$ cat src/sv/energy_rise_onset_detector_defines.svh
// Assertion macros for the energy rise onset detector.
// No dependencies; included by files that carry concurrent checks.
`ifndef ENERGY_RISE_ONSET_DETECTOR_DEFINES_SVH
`define ENERGY_RISE_ONSET_DETECTOR_DEFINES_SVH

`ifndef SYNTHESIS
`define EROD_ASSERT(lbl, clk, rstn, prop) \
    lbl: assert property (@(posedge clk) disable iff (!(rstn)) (prop)) \
        else $error("check failed: lbl");
`define EROD_NEVER(lbl, clk, rstn, cond) \
    lbl: assert property (@(posedge clk) disable iff (!(rstn)) !(cond)) \
        else $error("forbidden condition: lbl");
`else
`define EROD_ASSERT(lbl, clk, rstn, prop)
`define EROD_NEVER(lbl, clk, rstn, cond)
`endif

`endif

$ cat src/sv/erod_pkg.sv
// Shared constants, types and helpers for the energy rise onset detector.
// No dependencies.
package erod_pkg;

    localparam int WIN_MIN   = 4;
    localparam int WIN_MAX   = 256;
    localparam int SEG_MAX   = 65536;
    localparam int DLY_DEPTH = 2 * WIN_MAX;
    localparam int DLY_AW    = $clog2(DLY_DEPTH);
    localparam int CNT_W     = $clog2(SEG_MAX) + 1;
    localparam int WIN_W     = 9;
    localparam int HOP_W     = 8;
    localparam int SMP_W     = 16;
    localparam int SQ_W      = 31;
    localparam int EN_W      = 39;
    localparam int OFF_W     = 16;
    localparam int POS_W     = 32;
    localparam int APB_AW    = 3;
    localparam int APB_DW    = 32;
    localparam int S_TD_W    = 16;
    localparam int M_TD_W    = 80;

    localparam logic REG_WINDOW   = 1'b0;
    localparam logic REG_SEGSTART = 1'b1;

    typedef struct packed {
        logic             vld;
        logic             act;
        logic             ge_w;
        logic             ge_2w;
        logic             cand;
        logic             last;
        logic             ovf;
        logic [OFF_W-1:0] offset;
    } t_erod_item;

    typedef struct packed {
        logic             vld;
        logic             ovf;
        logic [EN_W-1:0]  rise;
        logic [OFF_W-1:0] offset;
    } t_erod_res;

    function automatic logic [SQ_W-1:0] sq_of(input logic [SMP_W-1:0] raw);
        logic [SMP_W-1:0]   mag;
        logic [2*SMP_W-1:0] prod;
        mag  = raw[SMP_W-1] ? (~raw + 1'b1) : raw;
        prod = {{SMP_W{1'b0}}, mag} * {{SMP_W{1'b0}}, mag};
        return prod[SQ_W-1:0];
    endfunction

endpackage

$ cat src/sv/erod_energy.sv
// Energy datapath: squares of the three taps, sliding window sums, best rise.
// Depends on erod_pkg.
module erod_energy (
    input  logic                            i_clk,
    input  logic                            i_rst_n,
    input  erod_pkg::t_erod_item            i_item,
    input  logic [erod_pkg::SMP_W-1:0]      i_smp_new,
    input  logic [erod_pkg::SMP_W-1:0]      i_smp_mid,
    input  logic [erod_pkg::SMP_W-1:0]      i_smp_old,
    output erod_pkg::t_erod_res             o_res
);
    import erod_pkg::*;

    t_erod_item      r_item;
    logic [SQ_W-1:0] r_sq_new, r_sq_mid, r_sq_old;

    logic [EN_W-1:0]  r_cur, r_prev, r_best;
    logic [OFF_W-1:0] r_best_off;
    t_erod_res        r_res;

    logic [EN_W-1:0]  n_cur, n_prev, n_best, w_rise, w_mid, w_old;
    logic [OFF_W-1:0] n_best_off;
    logic             w_upd;

    // stage A: squares
    always_ff @(posedge i_clk) begin
        if (!i_rst_n) begin
            r_item <= '0;
        end else begin
            r_item <= i_item;
        end
    end

    always_ff @(posedge i_clk) begin
        r_sq_new <= sq_of(i_smp_new);
        r_sq_mid <= sq_of(i_smp_mid);
        r_sq_old <= sq_of(i_smp_old);
    end

    // stage B: sums and best tracking
    always_comb begin
        w_mid      = r_item.ge_w  ? {{(EN_W-SQ_W){1'b0}}, r_sq_mid} : '0;
        w_old      = r_item.ge_2w ? {{(EN_W-SQ_W){1'b0}}, r_sq_old} : '0;
        w_rise     = r_cur - r_prev;
        w_upd      = r_item.cand && (r_cur > r_prev) && (w_rise > r_best);
        n_cur      = r_cur;
        n_prev     = r_prev;
        n_best     = r_best;
        n_best_off = r_best_off;
        if (r_item.vld && r_item.act) begin
            n_cur  = r_cur + {{(EN_W-SQ_W){1'b0}}, r_sq_new} - w_mid;
            n_prev = r_prev + w_mid - w_old;
            if (w_upd) begin
                n_best     = w_rise;
                n_best_off = r_item.offset;
            end
        end
    end

    always_ff @(posedge i_clk) begin
        if (!i_rst_n) begin
            r_cur      <= '0;
            r_prev     <= '0;
            r_best     <= '0;
            r_best_off <= '0;
            r_res      <= '0;
        end else begin
            r_res.vld <= r_item.vld && r_item.last;
            if (r_item.vld && r_item.last) begin
                r_res.ovf    <= r_item.ovf;
                r_res.rise   <= n_best;
                r_res.offset <= n_best_off;
                r_cur        <= '0;
                r_prev       <= '0;
                r_best       <= '0;
                r_best_off   <= '0;
            end else begin
                r_cur      <= n_cur;
                r_prev     <= n_prev;
                r_best     <= n_best;
                r_best_off <= n_best_off;
            end
        end
    end

    assign o_res = r_res;

endmodule

$ cat config.mk
export PLATFORM = sky130hd
export DESIGN_NAME = erod_energy
export DESIGN_NICKNAME = d
export VERILOG_FILES = /design/src/sv/energy_rise_onset_detector_defines.svh /design/src/sv/erod_pkg.sv /design/src/sv/erod_energy.sv
export SDC_FILE = /design/constraint.sdc
export NUM_CORES = 2
export LEC_CHECK = 0
export ABC_AREA = 1
export CAP_MARGIN = 20
export CORE_ASPECT_RATIO = 1.1
export CORE_MARGIN = 3
export CORE_UTILIZATION = 30
export DETAILED_ROUTE_END_ITERATION = 16
export DONT_BUFFER_PORTS = 1
export SLEW_MARGIN = 20
export SYNTH_ARGS = -nofsm -noshare
export SYNTH_HDL_FRONTEND = slang
export SYNTH_SLANG_ARGS = --single-unit
$ cat constraint.sdc
create_clock -name i_clk -period 9.13 [get_ports i_clk]
set_input_delay 1.826 -clock i_clk [delete_from_list [all_inputs] [get_ports i_clk]]
set_output_delay 1.826 -clock i_clk [all_outputs]
set_load 0.05 [all_outputs]
======== Word level (Yosys, flattened, before mapping) ========
Index checks and enable logic that the tools add are counted.
storage, ports and cells
  register bits ........................... 306
  word-level logic and storage cells ...... 50
operators by class
  add/sub/neg operators ................... 8
  multiply operators ...................... 3
  magnitude comparators ................... 2
  muxes and demuxes ....................... 9
  bitwise logic cells ..................... 4
  reductions and logical operators ........ 5
operator list
  kind                                                              count
  16-bit by 16-bit multiplier with 31-bit output                    3
  16-bit two-way mux                                                5
  39-bit by 31-bit adder with 39-bit output                         2
  39-bit greater-than comparator                                    2
  39-bit two-way mux                                                2
  39-bit by 31-bit subtractor with 39-bit output                    2
  31-bit two-way mux                                                2
  16-bit by 1-bit adder with 16-bit output (second input constant)  3
  16-bit inverter                                                   3
  39-bit subtractor                                                 1
  1-bit logical AND                                                 4
  2-bit OR reduction                                                1
  1-bit inverter                                                    1

======== Logic depth before layout (Yosys ltp) ========
  depth in word-level cells ............... 5
  mapped depth ............................ 35

======== Least setup slack after synthesis ========
Ideal clock, no wire load.
  kind .................................... input port to flip-flop
  start point ............................. input port i_smp_old[0] in the netlist's numbering
  end point ............................... register r_sq_old[29]
  library setup time ...................... 0.112 ns
  data arrival time ....................... 7.918 ns
  data required time ...................... 9.018 ns
  slack ................................... 1.100 ns
  stages .................................. 29
  path buffers ............................ 2
  cells stage by stage .................... inv_1 -> clkbuf_1 -> ha_1 -> inv_1 -> nor3_2 -> nand2_1 -> nand2_1 -> o21ai_0 -> or2_0 -> nand2_1 -> buf_2 -> nand2_1 -> fa_1 -> inv_1 -> fa_1 -> fa_1 -> fa_1 -> fa_1 -> inv_1 -> fa_1 -> inv_1 -> ha_1 -> a21o_1 -> a21boi_0 -> nand2_1 -> a221oi_1 -> nand2_1 -> nand2_1 -> nand2_1
on the way
  longest elaborated chain between the ends .. 4
ends and longest elaborated chain
  element                                             line               text
  from (decl)                                         erod_energy.sv:9   input logic [erod_pkg::SMP_W-1:0] i_smp_old,
  16-bit inverter                                     erod_pkg.sv:47     mag = raw[SMP_W-1] ? (~raw + 1'b1) : raw;
  16-bit by 1-bit adder with 16-bit output            erod_pkg.sv:47
  16-bit two-way mux (*)                              erod_pkg.sv:47
  16-bit by 16-bit multiplier with 31-bit output (*)  erod_pkg.sv:48     prod = {{SMP_W{1'b0}}, mag} * {{SMP_W{1'b0}}, mag};
  to (signal assigned)                                erod_energy.sv:37  r_sq_old <= sq_of(i_smp_old);
  to (decl)                                           erod_energy.sv:15  logic [SQ_W-1:0] r_sq_new, r_sq_mid, r_sq_old;
Every way passes the cells marked *; elsewhere a longest branch is shown, timed or not.
A chain may end at the register's enable or synchronous reset.

======== Worst setup path in the final report ========
  start point ............................. input port i_smp_new[4] in the netlist's numbering
  end point ............................... register r_sq_new[19]
on the way
  longest elaborated chain between the ends .. 4
ends and longest elaborated chain
  element                                             line               text
  from (decl)                                         erod_energy.sv:7   input logic [erod_pkg::SMP_W-1:0] i_smp_new,
  16-bit inverter                                     erod_pkg.sv:47
  16-bit by 1-bit adder with 16-bit output            erod_pkg.sv:47
  16-bit two-way mux (*)                              erod_pkg.sv:47
  16-bit by 16-bit multiplier with 31-bit output (*)  erod_pkg.sv:48
  to (signal assigned)                                erod_energy.sv:35  r_sq_new <= sq_of(i_smp_new);
  to (decl)                                           erod_energy.sv:15
Marks and branches as above.

==> metrics.md <==
| Metric | Value |
|---|---|
| Gp weighted congestion | 0.9573 |
| Critical path fanouts, max | 12 |
| Post-route ant nets | 0 |
| GRT Total Usage | 0.1665 |
| Starting Density | 0.3029 |
| Part of the cycle the worst path needs | 0.8543 |
| Post-Syn Area | around 0.043 sq mm |
| Largest family of logic cells by synthesized area | adder cells |
| Global-route wire length before repair | roughly 200,000 um |
| Adder-Cell Fraction of Synth Area | 0.3818 |
| Startpoint Class | input pin |
| Post-CTS setup repair buffer count | 0 |
| Worst setup EP type | register |
| Total Nets Final | a little over 7,000 |
| CP max-delay cell | fa_1 |
| Boundary Pins | 130 |
| XOR/XNOR share of the synthesized area | 0.03485 |
| Hpwl dp | 105,800 um |
| Fmax | between 100 and 150 MHz |
| Most common cell in the netlist | inv_1 |
| Max Buffers Root-to-Sink | 3 |
| Chip height | about 400 um |
| RSZ-0062 raised after global routing | no |
| Multiplexer share of the synthesized area | 0 |
| Simple-gate share of the synthesized area | 0.2218 |
| Post-Synthesis Cells | approximately 6,000 |
| TritonCTS clock tree | yes |
| Final setup violating endpoints | 0 |
| Worst Skew | about 0.042 ns |
| Die area | 0.1486 sq mm |
| Min-Delay Path Class | register to register |
| Port bufs | 0 |
| Via count | between 30,000 and 40,000 |
| EDFF count, synth | 0 |
| Yosys warnings | 0 |
| Asr flop ratio synth | 0 |
| Core ar. | between 0.1 and 0.15 sq mm |
| Fin. Hold Viols | 0 |
| PostCTS Resize Cnt | 0 |
| Max stage delay on crit path | slightly above 0.5 ns |
| Mean Syn Cell Area | 7.086 sq um |
| Run status | completed |
| Worst skew pair latency | 0.58 ns |
| Yosys top cell area share | 0.2549 |
| CP delay by family, top | adder cells |
| Largest net degree at the start of global routing | between 90 and 100 |
| Total gr overflow | 0 |
| Via density | 4.595 |
| Rows | between 100 and 150 |
| Commonest cells post-synth | 1,524 x inv_1, 1,474 x nand2_1, 552 x nor2_1 |
| Most used cell, CP | inv_1 |
| Diode count | 0 |
| Clock buffer count from CTS | 37 |
| Post-synthesis sequential area ratio | 0.1404 |
| Initial DRC Count | between 2,000 and 2,500 |
| Crit path buffers/inverters | 7 |
| Ratio of cells with drive above 1 in the final layout | 0.02526 |
| Max Slew Vio Count | 0 |
| First drt pass iteration count | 8 |
| Setup TNS | 0 ns |
| CP arrival | 8.28 ns |
| Root buffer cell | clkbuf_16 |
| Routed len/inst | 15.40 um |
| Initial antenna violation count | 1 |
| Hold_buf cts | 0 |
| Least-Margin Pin Slew | roughly 1.0 ns |
| Netlist cell types | 54 |
| Area growth syn-to-layout | 8.690% |
| Yosys top cell by area | fa_1 |
| DIE WIDTH | 367.8 um |
| Compound-Gate Fraction of Synth Area | 0.07615 |
| Max_cap viols | 0 |
| CTS Sinks | 303 |
| Max-slew headroom | 0.3187 |
| Via count of the first global-routing pass | 37,344 |
| Synth Register Bits | 303 |
| Max H-tree Level | 2 |
| Most used DFF post-synth | dfxtp_1 |
| WP data required | 9.61 ns |
| Reg clk slew, reported paths | 0.06 ns |
| Synth area leaders | fa_1 25%, dfxtp_1 14%, inv_1 13% |
| WS Path Type | input pin to register |
| Final min period | 7.800 ns |
| Routed WL | 123,900 um |
| Drt drc | 0 |
-- area by class of cell --
cell class,count,area [sq um]
clock buffer,50,1056
inverter,1546,5811
timing repair buffer,41,307.8
tap,1911,2391
fill,15561,95650
clock inverter,17,306.5
sequential,303,6066
multi-input combinational,4180,31010
-- worst paths after layout --
check | startpoint | endpoint | slack [ns] | cells after the start
worst max register to register | r_prev[0]$_SDFFE_PP0P_ | o_res[27]$_SDFFE_PN0P_ | 4.50 | 22
worst min-delay path | r_item[16]$_SDFF_PN0_ | o_res[55]$_SDFFE_PN0P_ | 0.46 | 1
worst min register to register | r_item[16]$_SDFF_PN0_ | o_res[55]$_SDFFE_PN0P_ | 0.46 | 1
worst max-delay path | i_smp_new[4] | r_sq_new[19]$_DFF_P_ | 1.33 | 28
-- cells in the final DEF, fill, tap and decap left out, drive strengths merged, types with 4 or more instances in the layout --
cell / count
a31o: 4
o21a: 15
a21o: 21
nand3: 240
nor4: 7
nor3: 42
nand4: 27
o21ai: 180
o21bai: 29
nand2: 1480
a31oi: 6
o211ai: 12
a21oi: 325
a21boi: 5
xor2: 121
dfxtp: 303
inv: 1540
fa: 550
bufinv: 7
ha: 438
conb: 33
xnor2: 47
clkinv: 14
buf: 41
or2: 11
nand3b: 17
clkbuf: 50
nor2: 560
-- cell families after synthesis --
kind of cell / count (synthesis)
flip-flops: 303
adder cells (fa/ha/maj): 988
AO/OA/AOI/OAI: 605
AND/OR/NAND/NOR: 2386
other: 2
buffers and inverters: 1644
XOR/XNOR: 168
-- stage by stage --
| stage | cell area [sq um] | hold slack, ns | util | setup WS (ns) | std cells |
|---|---|---|---|---|---|
| finish | 46950 | 0.4640 | 0.3292 | 1.330 | 8048 |
| detailed placement | 45590 | 0.4494 | 0.3197 | 0.8295 | 7981 |
| CTS | 46950 | 0.4660 | 0.3292 | 1.426 | 8048 |
| global route | 46950 | 0.4734 | 0.3292 | 0.9082 | 8048 |
| floorplan | 43310 | 0.4331 | - | 1.100 | 6127 |
| global placement | 45590 | 0.4450 | 0.3197 | 0.9139 | 7981 |
-- sequential cells by signal, summed over array words and instances (netlist names) --
signal and count:
r_sq_new 30, o_res 57, r_sq_old 30, r_prev 39
r_best 39, r_item 23, r_cur 39, r_sq_mid 30
r_best_off 16
-- layer usage --
| metal | part of all wire | wire length (um) | global-route usage | vias to the layer above |
|---|---|---|---|---|
| met3 | 0.051 | 6303 | 0.02050 | 162 |
| met5 | 0.000089 | 11 | 0 | - |
| met1 | 0.43 | 53790 | 0.2136 | 17706 |
| met4 | 0.031 | 3889 | 0.04720 | 2 |
| met2 | 0.48 | 59950 | 0.2932 | 858 |
| li1 | - | - | - | 18250 |
Power is not shown: default switching activity piles up to over one toggle a cycle in this logic, so the estimate is an artifact.
